**config.mk**
```make
export PLATFORM = sky130hd
export DESIGN_NAME = jkiss32_random_generator
export DESIGN_NICKNAME = d
export VERILOG_FILES = /design/src/rtl/core/jkiss32_pkg.sv /design/src/rtl/core/jkiss32_random_generator.sv
export VERILOG_INCLUDE_DIRS = /design/src /design/src/rtl/core
export SDC_FILE = /design/constraint.sdc
export NUM_CORES = 1
export LEC_CHECK = 0
export BUFFER_PORTS_ARGS = -buffer_cell sky130_fd_sc_hd__buf_2
export CAP_MARGIN = 10
export CORE_UTILIZATION = 50
export DETAILED_ROUTE_END_ITERATION = 6
export GPL_ROUTABILITY_DRIVEN = 0
export GPL_TIMING_DRIVEN = 0
export PLACE_DENSITY = 0.67
export SLEW_MARGIN = 10
export SYNTH_ARGS = -nofsm -noshare
export SYNTH_HDL_FRONTEND = slang
export SYNTH_SLANG_ARGS = --single-unit
```
**constraint.sdc**
```tcl
create_clock -name clk -period 5.9 [get_ports clk]
set_input_delay 0.59 -clock clk [delete_from_list [all_inputs] [get_ports clk]]
set_output_delay 0.59 -clock clk [all_outputs]
set_load 0.1 [all_outputs]
```
**src/rtl/core/jkiss32_random_generator_assert.svh**
```systemverilog
// assertion helpers for the jkiss32 generator
`ifndef JKISS32_RANDOM_GENERATOR_ASSERT_SVH
`define JKISS32_RANDOM_GENERATOR_ASSERT_SVH

// same-cycle implication, checked outside reset
`define JK_ASSERT_NOW(label, ante, cons, msg) \
  label: assert property (@(posedge clk) disable iff (!rst_n) (ante) |-> (cons)) \
    else $error(msg);

// next-cycle implication, checked outside reset
`define JK_ASSERT_NEXT(label, ante, cons, msg) \
  label: assert property (@(posedge clk) disable iff (!rst_n) (ante) |=> (cons)) \
    else $error(msg);

`endif

```
**src/rtl/core/jkiss32_pkg.sv**
```systemverilog
`default_nettype none
package jkiss32_pkg;

  localparam int unsigned WARMUP_STEPS = 20;
  localparam int unsigned CNT_W        = 7;

  localparam logic [31:0] ADD_INC    = 32'd1411392427;
  localparam logic [31:0] MASK31     = 32'h7FFF_FFFF;
  localparam logic [31:0] ADD_RST    = 32'd123456789;
  localparam logic [31:0] SHIFT_RST  = 32'd987654321;
  localparam logic [31:0] LOW_RST    = 32'd345678912;
  localparam logic [30:0] HIGH_RST   = 31'd456789123;

  localparam logic [CNT_W-1:0] WARMUP_CNT = CNT_W'(WARMUP_STEPS);

  localparam logic REQ_NEXT = 1'b0;
  localparam logic REQ_SEED = 1'b1;

  typedef struct packed {
    logic [31:0] add_word;
    logic [31:0] shift_word;
    logic [31:0] carry_low;   // 32 bits: first warm-up step uses the whole seed
    logic [30:0] carry_high;
    logic        carry_bit;
  } gen_state_t;

  function automatic gen_state_t gen_advance(gen_state_t s);
    gen_state_t  n;
    logic [31:0] x;
    logic [31:0] t;
    x = s.shift_word;
    x = x ^ (x << 5);
    x = x ^ (x >> 7);
    x = x ^ (x << 22);
    t = s.carry_low + {1'b0, s.carry_high} + {31'd0, s.carry_bit};
    n.shift_word = x;
    n.carry_low  = {1'b0, s.carry_high};
    n.carry_bit  = t[31];
    n.carry_high = t[30:0];
    n.add_word   = s.add_word + ADD_INC;
    return n;
  endfunction

endpackage
`default_nettype wire

```
**src/rtl/core/jkiss32_random_generator.sv**
```systemverilog
// jkiss32 random word generator
// input channel: in_valid/in_ready with in_req_type and in_seed_value.
//   a next request advances the state once and yields one word on out_random_word.
//   a seed request loads add, xorshift and carry-low words with the seed, then
//   runs WARMUP_STEPS warm-up steps with in_ready low; it yields no word.
// output channel: out_valid/out_ready with out_random_word, held in an output register.
// output timing: a next request accepted at one edge shows its word at the output
//   right after that edge, from the output register.
// throughput: one next request per cycle while no warm-up runs and the output word
//   can leave; the single state update between the state registers and the output
//   register allows it. a seed request occupies the block for the load and the
//   WARMUP_STEPS warm-up steps, counted by the warm-up counter. while the output
//   word waits, a new next request is taken only in the cycle the word leaves; seed requests are taken regardless.
// reset: synchronous, active low; state returns to the fixed default words,
//   the output register is emptied and the warm-up counter is cleared.
`default_nettype none
`include "jkiss32_random_generator_assert.svh"

module jkiss32_random_generator
  import jkiss32_pkg::*;
(
  input  wire logic        clk,
  input  wire logic        rst_n,
  input  wire logic        in_valid,
  output logic             in_ready,
  input  wire logic        in_req_type,
  input  wire logic [31:0] in_seed_value,
  output logic             out_valid,
  input  wire logic        out_ready,
  output logic [31:0]      out_random_word
);

  gen_state_t       st_r, st_nxt, st_adv;
  logic [CNT_W-1:0] cnt_r, cnt_nxt;
  logic             out_valid_r, out_valid_nxt;
  logic [31:0]      word_r, word_nxt;
  logic             busy;
  logic             in_fire;
  logic             out_fire;

  assign busy     = (cnt_r != '0);
  assign out_fire = out_valid_r && out_ready;
  assign in_ready = !busy && ((in_req_type == REQ_SEED) || !out_valid_r || out_ready);
  assign in_fire  = in_valid && in_ready;
  assign st_adv   = gen_advance(st_r);

  always_comb begin
    st_nxt        = st_r;
    cnt_nxt       = cnt_r;
    out_valid_nxt = out_valid_r && !out_fire;
    word_nxt      = word_r;
    if (busy) begin
      st_nxt  = st_adv;
      cnt_nxt = cnt_r - 1'b1;
    end else if (in_fire) begin
      if (in_req_type == REQ_SEED) begin
        st_nxt.add_word   = in_seed_value;
        st_nxt.shift_word = in_seed_value;
        // the whole seed feeds the first carry step, if there is one
        st_nxt.carry_low  = (WARMUP_CNT == '0) ? (in_seed_value & MASK31) : in_seed_value;
        cnt_nxt           = WARMUP_CNT;
      end else begin
        st_nxt        = st_adv;
        out_valid_nxt = 1'b1;
        word_nxt      = st_adv.add_word + st_adv.shift_word + {1'b0, st_adv.carry_high};
      end
    end
  end

  always_ff @(posedge clk) begin
    if (!rst_n) begin
      st_r.add_word   <= ADD_RST;
      st_r.shift_word <= SHIFT_RST;
      st_r.carry_low  <= LOW_RST;
      st_r.carry_high <= HIGH_RST;
      st_r.carry_bit  <= 1'b0;
      cnt_r           <= '0;
      out_valid_r     <= 1'b0;
    end else begin
      st_r        <= st_nxt;
      cnt_r       <= cnt_nxt;
      out_valid_r <= out_valid_nxt;
    end
  end

  always_ff @(posedge clk) begin
    word_r <= word_nxt;
  end

  assign out_valid       = out_valid_r;
  assign out_random_word = word_r;

  `JK_ASSERT_NOW(a_busy_blocks_input, busy, !in_ready, "input taken during warm-up")
  `JK_ASSERT_NEXT(a_warmup_counts_down, busy, cnt_r == $past(cnt_r) - 1'b1,
                  "warm-up counter skipped")
  `JK_ASSERT_NEXT(a_zero_shift_sticks, (st_r.shift_word == '0) && !in_fire,
                  st_r.shift_word == '0, "xorshift word left zero")
  `JK_ASSERT_NEXT(a_word_drains, out_fire && !(in_fire && (in_req_type == REQ_NEXT)),
                  !out_valid_r, "word repeated after delivery")

endmodule
`default_nettype wire
```
==> results.sh <==
export IMPL_path_clk_slew_ps=70
export IMPL_yosys_register_bits=168
export IMPL_grt_max_degree=17
export IMPL_synth_area_mm2=0.01141
export IMPL_synth_seq_area_share=0.3228
export IMPL_die_area_mm2=0.02343
export IMPL_synth_edf_count=32
export IMPL_htree_levels=4
export IMPL_globalRouteOverflowTotal=0
export IMPL_outcome="complete, no violations"
export IMPL_async_flop_share=0
export IMPL_pin_count=71
export IMPL_final_cell_mix="nand2_1 (163), dfxtp_1 (136), xnor2_1 (92)"
export IMPL_post_cts_buffers=0
export IMPL_min_period_ps=5710
export IMPL_finClkSkew_ps=10.81
export IMPL_area_growth_synth_to_final_pct=12.04
export IMPL_drtIter0Drc=1451
export IMPL_crit_required_ps=6100
export IMPL_rows=54
export IMPL_dp_cells=1684
export IMPL_final_util=0.5787
export IMPL_wl_per_cell_um=23.62
export IMPL_grt_use_total=0.3469
export IMPL_dp_hpwl_um=29810
export IMPL_setup_viol=0
export IMPL_routed_wl_um=40530
export IMPL_placed_area_mm2=0.01214
export IMPL_maxCapViolCount=0
export IMPL_insertion_delay_ps=450
export IMPL_cts_max_path_buffers=2
export IMPL_path_class="register to register"
export IMPL_num_vias=11092
export IMPL_fin_setup_tns_ps=0
export IMPL_slew_viol_final=0
export IMPL_max_slew_margin=0.3180
export IMPL_hold_viol=0
export IMPL_fin_cells=1716
export IMPL_ys_warn_count=0
export IMPL_synth_main_ff_cell="dfxtp_1"
export IMPL_synth_distinct_cells=72
export IMPL_worst_pin_slew_ps=1023
export IMPL_clock_sinks=168
export IMPL_stdcell_area_mm2=0.01279
export IMPL_die_height_um=153.1
export IMPL_firstDrtPassIters=6
export IMPL_start_util=0.5165
export IMPL_hold_class="input pin to register"
export IMPL_antenna_found_initial=0
export IMPL_final_nets=1556
export IMPL_final_common_cell="nand2_1"
export IMPL_num_fill_cells=2013
export IMPL_period_share=0.9677
export IMPL_first_global_vias=10344
export IMPL_viasPerCell=6.464
export IMPL_synth_nets=1465
export IMPL_crit_arrival_ps=5910
export IMPL_drive_above_1_share=0.09331
export IMPL_core_area_mm2=0.02209
export IMPL_dieWidth_um=153.1
export IMPL_grt_first_pass_wirelength_um=60620
export IMPL_ant_nets=0
export IMPL_io_buffer_count=69
export IMPL_num_antenna_cells=0
export IMPL_root_buffer="clkbuf_16"
export IMPL_start_kind="register"
export IMPL_cts_tree="built"
export IMPL_syn_inst=1332
export IMPL_remaining_drc_errors=0
export IMPL_cts_buffers_inserted=17
export IMPL_syn_avg_cell_area_um2=8.568
export IMPL_end_kind="register"
export IMPL_path_max_fanout=4
export IMPL_max_freq_ghz=0.1751
## kinds of logic (layout without fill, tap and decap cells)
family | after synthesis | count (layout) | share of synthesized area
xor+xnor | 146 | 146 | 0.1127
flops | 168 | 168 | 0.3228
simple gates | 378 | 378 | 0.1498
mux | 1 | 1 | 0.0009867
fa+ha+maj | 96 | 96 | 0.1276
compound gates | 416 | 416 | 0.2438
buf+inv | 127 | 231 | 0.04232
## synth_stat cells (3+ instances only)
cell / number / area, um2
ha_1: 62 / 775.7
a211oi_1: 15 / 112.6
o211a_1: 6 / 60.06
and2_1: 13 / 81.33
o31ai_1: 4 / 30.03
nand3_1: 28 / 140.1
a21oi_1: 92 / 460.4
o22ai_1: 39 / 244.0
o21ai_0: 93 / 465.5
a21o_1: 20 / 150.1
inv_1: 63 / 236.5
o211ai_1: 10 / 75.07
o2111ai_1: 11 / 96.34
a31oi_1: 10 / 62.56
a221o_1: 9 / 90.09
dfxtp_1: 136 / 2723
nor3_1: 20 / 100.1
nand2b_1: 15 / 93.84
fa_1: 34 / 680.7
a221oi_1: 13 / 113.9
buf_2: 5 / 25.02
a211o_1: 8 / 70.07
a41oi_1: 3 / 26.28
or3_1: 6 / 37.54
a21boi_0: 6 / 45.04
o21bai_1: 6 / 45.04
or2_2: 3 / 18.77
nor2b_1: 16 / 100.1
edfxtp_1: 32 / 960.9
xnor2_1: 92 / 805.8
xor2_1: 53 / 464.2
a22o_1: 5 / 43.79
nor2_1: 82 / 307.8
o21ai_1: 7 / 35.03
nand2_1: 163 / 611.8
clkbuf_1: 54 / 202.7
o21a_1: 14 / 105.1
nand3b_1: 4 / 30.03
a222oi_1: 10 / 100.1
buf_1: 5 / 18.77
and3_1: 12 / 75.07
a22oi_1: 7 / 52.55
nand4_1: 9 / 56.30
## metrics by stage
step	setup slack, ps	hold WS (ps)
3_3_place_gp	-449.0	450.7
6_report	190.4	432.7
2_1_floorplan	1164	436.2
3_5_place_dp	-16.46	468.0
4_1_cts	74.07	431.3
5_1_grt	-16.99	445.6
## per-layer routing
layer,up-vias,GRT usage,wire length (um)
met1,5225,0.4582,16170
met3,149,0.06153,4521
met4,2,0.1943,2117
li1,4967,-,-
met2,749,0.5364,17690
met5,-,0,28
## sequential cells by signal, indices dropped and copies added, names as in the netlist
name and count:
st_adv 31, cnt_r 7, out_valid 1, out_random_word 32, st_r 97
## worst paths after layout
| check | start | endpoint | slack (ps) | cells after the start |
|---|---|---|---|---|
| max | st_r[0]$_SDFFE_PN0P_ | out_random_word[30]$_DFFE_PP_ | 190 | 21 |
| min | in_seed_value[24] | st_r[120]$_SDFFE_PN1P_ | 430 | 2 |
| max reg2reg | st_r[0]$_SDFFE_PN0P_ | out_random_word[30]$_DFFE_PP_ | 190 | 21 |
| min reg2reg | cnt_r[5]$_SDFFE_PN0P_ | cnt_r[5]$_SDFFE_PN0P_ | 470 | 2 |
## area by class of cell
class | instances | area (um2) | share of cell area
inverters | 63 | 236.5 | 0.01849
repair buffers | 72 | 367.9 | 0.02877
multi-input cells | 1037 | 7276 | 0.5690
clock buffers | 26 | 541.8 | 0.04237
flip-flops and latches | 168 | 3684 | 0.2881
plain buffers | 64 | 246.5 | 0.01928
well taps | 280 | 350.3 | 0.02740
clock inverters | 6 | 83.83 | 0.006556
## timing repair
item,4_1_cts,5_1_grt
gates resized for setup,1,8
pin swaps,0,1
endpoints found under the setup margin,2,4
hold buffers,0,0
## critical path: stages, from the launching register on
cell       delay, ps
dfxtp_1          360
fa_1             490
a211oi_1         350
o21ai_1          240
nand3_2          200
a21oi_1           90
nand2b_1         200
a21o_1           210
a21oi_1          160
xor2_1           280
fa_1             480
inv_1             70
ha_1             270
or2_2            320
o31ai_1          100
nor2_1            70
a221oi_1         340
o2111ai_2        250
and2_1           240
a211oi_1         410
o31ai_1          160
xnor2_1          140
Power is not shown: default switching activity piles up to over one toggle a cycle in this logic, so the estimate is an artifact.
